===== src/sv/pck_pkg.sv =====
// pck_pkg: shared constants and controller/datapath interface types
`timescale 1ns / 1ps
package pck_pkg;

  localparam int MAX_TOTAL = 255;
  localparam int COUNT_W   = 64;
  localparam int IN_W      = 8;
  localparam int OUT_W     = 64;

  // table rows and row index
  localparam int DEPTH = MAX_TOTAL + 1;
  localparam int AW    = (DEPTH > 1) ? $clog2(DEPTH) : 1;
  // width for index arithmetic, wide enough for any input or row index plus a sign
  localparam int OP_W  = ((AW > IN_W) ? AW : IN_W) + 2;

  localparam logic [COUNT_W-1:0] COUNT_MAX = {COUNT_W{1'b1}};

  typedef struct packed {
    logic load;       // take a new item
    logic fill_step;  // write a one at the current row
    logic pass_init;  // start a column pass at row j+1
    logic issue;      // read the cell pair for the current row, advance row
    logic next_pass;  // move to the next column
    logic final_rd;   // read the last row
    logic capture;    // latch the last row as the result
  } pck_cmd_t;

  typedef struct packed {
    logic special;      // item settled without the table
    logic fill_done;    // fill is at the last row
    logic pass_empty;   // current column has no cell to update
    logic issue_last;   // pass is at the last row
    logic passes_done;  // all columns built
  } pck_stat_t;

endpackage


===== src/sv/pck_ctrl.sv =====
// pck_ctrl: sequencer for table fill, column passes and result capture
`timescale 1ns / 1ps
module pck_ctrl
  import pck_pkg::*;
(
  input  logic      clk_i,
  input  logic      rst_ni,
  input  logic      start,
  output logic      busy,
  input  pck_stat_t stat_i,
  output pck_cmd_t  cmd_o
);

  typedef enum logic [6:0] {
    ST_IDLE    = 7'b0000001,
    ST_FILL    = 7'b0000010,
    ST_NEXT    = 7'b0000100,
    ST_PASS    = 7'b0001000,
    ST_DRAIN   = 7'b0010000,
    ST_FINAL   = 7'b0100000,
    ST_CAPTURE = 7'b1000000
  } state_e;

  state_e state_q, state_d;

  always_comb begin
    state_d = state_q;
    cmd_o   = '0;
    case (state_q)
      ST_IDLE: begin
        if (start) begin
          cmd_o.load = 1'b1;
          state_d    = stat_i.special ? ST_IDLE : ST_FILL;
        end
      end
      ST_FILL: begin
        cmd_o.fill_step = 1'b1;
        if (stat_i.fill_done) begin
          state_d = ST_NEXT;
        end
      end
      ST_NEXT: begin
        // once a column is empty every later one is too
        if (stat_i.passes_done || stat_i.pass_empty) begin
          state_d = ST_FINAL;
        end else begin
          cmd_o.pass_init = 1'b1;
          state_d         = ST_PASS;
        end
      end
      ST_PASS: begin
        cmd_o.issue = 1'b1;
        if (stat_i.issue_last) begin
          cmd_o.next_pass = 1'b1;
          state_d         = ST_DRAIN;
        end
      end
      ST_DRAIN: begin
        // last write of the column lands here
        state_d = ST_NEXT;
      end
      ST_FINAL: begin
        cmd_o.final_rd = 1'b1;
        state_d        = ST_CAPTURE;
      end
      ST_CAPTURE: begin
        cmd_o.capture = 1'b1;
        state_d       = ST_IDLE;
      end
      default: begin
        state_d = ST_IDLE;
      end
    endcase
  end

  always_ff @(posedge clk_i or negedge rst_ni) begin
    if (!rst_ni) begin
      state_q <= ST_IDLE;
    end else begin
      state_q <= state_d;
    end
  end

  assign busy = (state_q != ST_IDLE);

endmodule


===== config.mk =====
export PLATFORM = sky130hd
export DESIGN_NAME = pck_ctrl
export DESIGN_NICKNAME = d
export VERILOG_FILES = /design/src/sv/pck_pkg.sv /design/src/sv/pck_ctrl.sv
export SDC_FILE = /design/constraint.sdc
export NUM_CORES = 1
export LEC_CHECK = 0
export BUFFER_PORTS_ARGS = -buffer_cell sky130_fd_sc_hd__buf_4
export CAP_MARGIN = 15
export CORE_AREA = 4 4 41 43
export CTS_CLUSTER_DIAMETER = 200
export CTS_CLUSTER_SIZE = 16
export DETAILED_ROUTE_END_ITERATION = 10
export DIE_AREA = 0 0 45 47
export GPL_TIMING_DRIVEN = 0
export SLEW_MARGIN = 20
export SYNTH_ARGS = -nofsm -noshare
export SYNTH_HDL_FRONTEND = slang
export SYNTH_SLANG_ARGS = --single-unit

===== constraint.sdc =====
create_clock -name clk_i -period 4.03 [get_ports clk_i]
set_clock_uncertainty 0.05 [all_clocks]
set_input_delay 0.403 -clock clk_i [delete_from_list [all_inputs] [get_ports clk_i]]
set_output_delay 0.403 -clock clk_i [all_outputs]
set_load 0.02 [all_outputs]

==> metrics.md, run 1 <==
| Metric | Value |
|---|---|
| Status | finished clean |
| Synth area leaders | dfrtp_1 35%, nor2_1 7.9%, dfstp_2 6.1% |
| Max VDD drop | ~0.28 mV |
| FF+latch count, synth | 7 |
| EDFF count, synth | 0 |
| CTS clk-pin slew, worst paths | 50 ps |
| Final Wtd Congestion | 0.734 |
| Post-CTS Setup Bufs | 0 |
| Area leader, netlist | dfrtp_1 |
| Die area | 0.00212 mm2 |
| Vias in the first global route | 408 |
| Setup TNS | 0 ps |
| Top cell type's share of synthesized area | a little over a third |
| Seq/Total Area, Yosys | 41.2% |
| Max FFs per register | 7 |
| WP data arrival | around 1600 ps |
| PortBufs | 15 |
| Most common cell after layout, fill and taps aside | buf_4 |
| Core ar. | 0.00130 mm2 |
| CP Launch Type | flip-flop |
| Regs by FF count | state_q (7) |
| N_diodes | 0 |
| Required @ worst endpoint | 3580 ps |
| Largest net degree at the start of global routing | 8 |
| HP Class | input pin to flip-flop |
| Die X | 45 um |
| Total track usage | 10.3% |
| CTS tree | built |
| Worst Max-Slew Pin Slew | about 330 ps |
| CTS Root Cell | clkbuf_4 |
| Num rows | 13 |
| DRT Pass-1 Iters | 4 |
| Fin crit share | 51.9% |
| Worst Setup End Kind | output port |
| Maxcap violations | 0 |
| Post-Syn Nets | 54 |
| Yosys warns | 0 |
| Slew margin rel. | 77.6% |
| CTS buffer count | 3 |
| CTS Buffer Depth | 2 |
| Largest Register | state_q |
| Area growth syn-to-layout | 39.2% |
| Nets@finish | 75 |
| Final hold violation count | 0 |
| Crit Path Max Fanout | 5 |
| Synth unique cells | 26 |
| Final Setup Violations | 0 |
| Highest clock rate | 478 MHz |
| Pwr/cell area | between 400 and 500 mW/mm2 |
| Sink count of the clock tree | 7 |
| Ys async rst share | 100% |
| Vias after detailed routing | 398 |
| Dpl hpwl | 754 um |
| DIE HEIGHT | 47 um |
| Total Wirelength | 935 um |
| Mapped Cells | 46 |
| Syn avg cell area | 9.30 um2 |
| R2r setup slk | 2610 ps |
| Avg WL per Cell | 11.5 um |
| Synth Flop Type | dfrtp_1 |
| Max Slew Vio Count | 0 |
| Worst-Skew Late Latency | 240 ps |
| Finished Core Util | 45.8% |
| Final Critical Period | 2090 ps |
| Overflow after GRT | 0 |
| Global-route wire length before repair | 1570 um |
| ANT nets after route | 0 |
| Num ports | 16 |
| Starting Density | 32.9% |
| DR vias/cell | 4.91 |
| Fill count | 138 |
| Initial antenna violation count | 0 |
| Mapped Area | 428 um2 |
| DR DRC count | 0 |
| Kind of critical path | flip-flop to output port |
| Initial detailed-routing violation count | 9 |
| Leakage | 0.315 nW |
| Commonest non-fill, non-tap cells in the layout | 15 x buf_4, 9 x nor2_1, 6 x dfrtp_1, 4 x nor3_1, 3 x clkbuf_4 |
| Share of cells above drive strength 1 | a little over a third |
| CTS H-tree lvls | 1 |
| RSZ-0062 raised after global routing | false |
## worst max-delay path: stages (launching register included)
cell     delay [ps]
dfrtp_1         450
nor4_4          410
and3_2          280
and2_1          130
buf_4           130
## power by group
part	switching [mW]	internal, mW
logic	0.0629	0.0544
clock network	0.0238	0.0377
registers	0.0160	0.0842
total	0.103	0.176
## logic make-up (layout without fill, tap and decap cells)
kind of cell           count (synthesis)  count (layout)  synth area share [%]
XOR/XNOR                               1               1                  2.05
AO/OA/AOI/OAI                          6               6                  11.7
buffers and inverters                  3              23                  2.63
flip-flops                             7               7                  41.2
AND/OR/NAND/NOR                       29              29                  42.4
## cells in the mapped netlist, drive strengths merged (2+ instances only)
cell type and count:
nor4 2, and3 3, nor2 9, dfrtp 6, nand3 2, inv 3
nor2b 2, nor3 4, and4b 2
## metal layers
| layer | track usage (%) | wire (um) | vias up |
|---|---|---|---|
| met5 | 0 | 0 | - |
| met4 | 5.26 | 0 | 0 |
| met3 | 3.45 | 54 | 0 |
| met2 | 15.5 | 415 | 12 |
| met1 | 13.1 | 465 | 176 |
| li1 | - | - | 210 |
## final timing paths
path	from	endpoint	depth (start not counted)
worst max-delay path	state_q[4]	cmd_o[6]	4
worst min-delay path	stat_i[3]	state_q[1]	2
worst max register to register	state_q[4]	state_q[2]	3
worst min register to register	state_q[0]	state_q[0]	2
max in group asynchronous	rst_ni	state_q[0]	2
min in group asynchronous	rst_ni	state_q[4]	2
## stage by stage
stage	setup slack, ps	hold slack, ps	area (um2)	cells	power [mW]
finish	1940	313	596	81	0.279
global route	1870	306	596	81	0.302
CTS	1950	307	596	81	0.283
detailed placement	2230	171	559	76	0.218
global placement	2220	171	559	76	0.218
floorplan	2270	57.4	428	46	0.179
## final cells by class
type                       count  area (um2)  area share [%]
clock buffer                   4        26.3            4.41
timing repair buffer          16         123            20.6
sequential                     7         176            29.6
multi-input combinational     36         240            40.3
inverter                       3        11.3            1.89
tap                           15        18.8            3.15
## what timing repair did
| item | CTS | global route |
|---|---|---|
| endpoints found under the hold margin | 6 | 0 |
| gates resized for setup | 0 | 0 |
| hold buffers | 1 | 0 |
(Power assumes the default switching activity.)
==> inputs of run 2 (changes only) <==
ABC_AREA = 1   (was default)
clock period = 1.9 ns   (was 4.03 ns; I/O delays follow)
==> run 2 against run 1 <==
Compared with the run above: area after synthesis up 9.9%; first-iteration DRC count up 33%; count of clock-buffer cells in the layout is the same; synthesized cell count rose by 46%; combinational power rose to 2.8 times the previous value; register-to-register slack got worse by 2100 ps; clock power rose by 110%; worst setup slack worse by 1700 ps; critical endpoint unchanged; largest power group unchanged; highest routed layer is now met4.
==> metrics.md, run 2 <==
| Metric | Value |
|---|---|
| CTS Buffer Depth | 2 |
| Max Slew Vio Count | 0 |
| Vias after detailed routing | around 440 |
| Post-CTS Setup Bufs | 0 |
| Leakage | 0.344 nW |
| Mapped Area | 470 um2 |
| Status | finished clean |
| Sequential share of power | a little under a third |
| Regs by FF count | state_q (7) |
| Logic gate share of total power | 49.8% |
| Fin crit share | 87.2% |
| Final Setup Violations | 0 |
| Syn avg cell area | 7.02 um2 |
| Post-Syn Nets | 75 |
| Num rows | 13 |
| Die area | approximately 0.0021 mm2 |
| RSZ-0062 raised after global routing | false |
| Largest net degree at the start of global routing | 8 |
| Ys async rst share | 100% |
| N_diodes | 0 |
| Largest family of logic cells by synthesized area | simple AND/OR/NAND/NOR gates |
| Total track usage | 10.9% |
| Worst-Skew Late Latency | about 250 ps |
| Largest Register | state_q |
| Mapped Cells | between 60 and 70 |
| Num ports | 16 |
| CTS buffer count | 3 |
| Dpl hpwl | between 700 and 800 um |
| Synth unique cells | 14 |
| PortBufs | 15 |
| Sw Share | 41.9% |
| Synth Area in Compound Gates | 3.72% |
| Area leader, netlist | dfrtp_1 |
| Initial detailed-routing violation count | 12 |
| Sw power | 278 uW |
| CP Buf/Inv Count | 3 |
| CTS tree | built |
| Commonest non-fill, non-tap cells in the layout | 15 x nor2_1, 15 x buf_4, 14 x nand2_1, 13 x inv_1, 6 x dfrtp_1 |
| Share of cells above drive strength 1 | 34.5% |
| DIE HEIGHT | ~47 um |
| EDFF count, synth | 0 |
| Max FFs per register | 7 |
| Peak per-stage delay on the critical path | 540 ps |
| Pwr/cell area | 1040 mW/mm2 |
| Starting Density | 36.2% |
| ANT nets after route | 0 |
| Max VDD drop | between 0.5 and 0.6 mV |
| Total Wirelength | 891 um |
| Clock power share | 19.8% |
| DRT Pass-1 Iters | 2 |
| Post-CTS sizing | 0 |
| Seq/Total Area, Yosys | 37.5% |
| Crit Path Max Fanout | 4 |
| Post-synth top cells | 15 x nor2_1, 14 x nand2_1, 13 x inv_1 |
| Pre-CTS setup slack | 511 ps |
| Vias in the first global route | 430 |
| Highest clock rate | 603 MHz |
| WP data arrival | ~1400 ps |
| CTS Root Cell | clkbuf_4 |
| Delay-heaviest family, CP | flip-flops |
| CP max-delay cell | dfstp_2 |
| Global-route wire length before repair | between 1500 and 2000 um |
| Worst Max-Slew Pin Slew | ~180 ps |
| DR DRC count | 0 |
| Sink count of the clock tree | 7 |
| Avg WL per Cell | 8.74 um |
| Overflow after GRT | 0 |
| Area growth syn-to-layout | 35.6% |
| Slew margin rel. | about 88% |
| CTS clk-pin slew, worst paths | around 50 ps |
| Final Critical Period | around 1700 ps |
| Most common cell in the netlist | nor2_1 |
| Setup WS post-layout | 242 ps |
| Fill count | 146 |
| Worst path most repeated cell | nor2_1 |
| Nets@finish | 96 |
| DR vias/cell | 4.32 |
| Worst Setup End Kind | output port |
| CP Launch Type | flip-flop |
| Yosys warns | 0 |
| Cell breakdown of the critical path | inv_1 -> nor2_1 -> nand2_1 -> nor2_4 -> inv_4 -> nor2_1 -> buf_4 |
| Synthesized-area fraction occupied by adder cells | 0% |
| Final hold violation count | 0 |
| FF+latch count, synth | 7 |
| Synth Flop Type | dfrtp_1 |
| Simple logic cell fraction of the synthesized area | 47.1% |
| Setup TNS | 0 ps |
| Finished Core Util | 49.0% |
| Internal power | slightly below 400 uW |
| Initial antenna violation count | 0 |
| HP Class | input pin to flip-flop |
| Required @ worst endpoint | 1660 ps |
| CTS H-tree lvls | 1 |
| Kind of critical path | flip-flop to output port |
| Mux share of post-synthesis cell area | 0% |
| Xor-xnor portion of the synthesized cell area | 0% |
| Core ar. | 0.00130 mm2 |
| Die X | 45 um |
| Maxcap violations | 0 |
| Synth area leaders | dfrtp_1 32%, nor2_1 12%, nor2_4 12% |
| Final Wtd Congestion | 0.781 |
| Top cell type's share of synthesized area | a little under a third |
-- run 2: cell count changes in the layout (fill, tap and decap cells not counted), moves of 2 or more --
| cell | change |
|---|---|
| nor3_1 | -3 |
| nor2_4 | +5 |
| and3_1 | -2 |
| nand2_1 | +13 |
| nor2_1 | +6 |
| and4b_1 | -2 |
| nor2_2 | +4 |
| inv_1 | +11 |
-- run 2: path summary, 6_finish.rpt --
path | start | to | slack [ps] | cells past startpoint
max | state_q[0] | cmd_o[6] | 240 | 7
min | stat_i[4] | state_q[1] | 80 | 2
max reg2reg | state_q[0] | state_q[2] | 550 | 9
min reg2reg | state_q[4] | state_q[6] | 560 | 3
max in group asynchronous | rst_ni | state_q[0] | 1370 | 2
min in group asynchronous | rst_ni | state_q[5] | 230 | 2
-- run 2: metrics by stage --
stage | hold slack, ps | cell area [um2] | power (mW) | instances
2_1_floorplan | -156 | 470 | 0.446 | 67
5_1_grt | 89.9 | 638 | 0.719 | 102
3_3_place_gp | -45.5 | 602 | 0.534 | 97
4_1_cts | 74.4 | 638 | 0.674 | 102
6_report | 79.7 | 638 | 0.663 | 102
3_5_place_dp | -45.0 | 602 | 0.536 | 97
-- run 2: routing by layer --
layer  track usage (%)  up-vias  share of wire, %
met5                 0        -                 0
met4              12.3        0               3.8
met3              2.30        4               5.1
met2              16.4       13                47
met1              12.1      186                44
li1                  -      238                 -
-- run 2: power groups by stage --
stage / combinational [mW] / sequential, mW / clock (mW)
3_5_place_dp: 0.332 / 0.204 / 0
6_report: 0.330 / 0.201 / 0.132
4_1_cts: 0.335 / 0.201 / 0.138
2_1_floorplan: 0.245 / 0.201 / 0
5_1_grt: 0.374 / 0.207 / 0.138
3_3_place_gp: 0.331 / 0.204 / 0
-- run 2: final cells by class --
class / instances / area, um2 / share of cell area (%)
Clock buffer: 4 / 26.3 / 4.12
Multi-Input combinational cell: 46 / 239 / 37.5
Tap cell: 15 / 18.8 / 2.94
Sequential cell: 7 / 176 / 27.6
Inverter: 14 / 55.1 / 8.63
Timing Repair Buffer: 16 / 123 / 19.2
-- run 2: cell families after synthesis --
logic type | after synthesis
flip-flops | 7
AO/OA/AOI/OAI | 3
AND/OR/NAND/NOR | 43
buffers and inverters | 14
-- run 2: what timing repair did --
action                                  in CTS  in global routing
hold buffers                                 1                  0
endpoints found under the hold margin        7                  0
endpoints found under the setup margin       0                  0
-- run 2: worst register-to-register path: stages, from the launching register on --
cell,delay [ps]
dfstp_2,540
inv_1,40
nor2_1,80
nand2_1,90
nor2_4,140
inv_4,60
nor2_4,90
nor2_2,50
inv_1,60
nor2_1,40
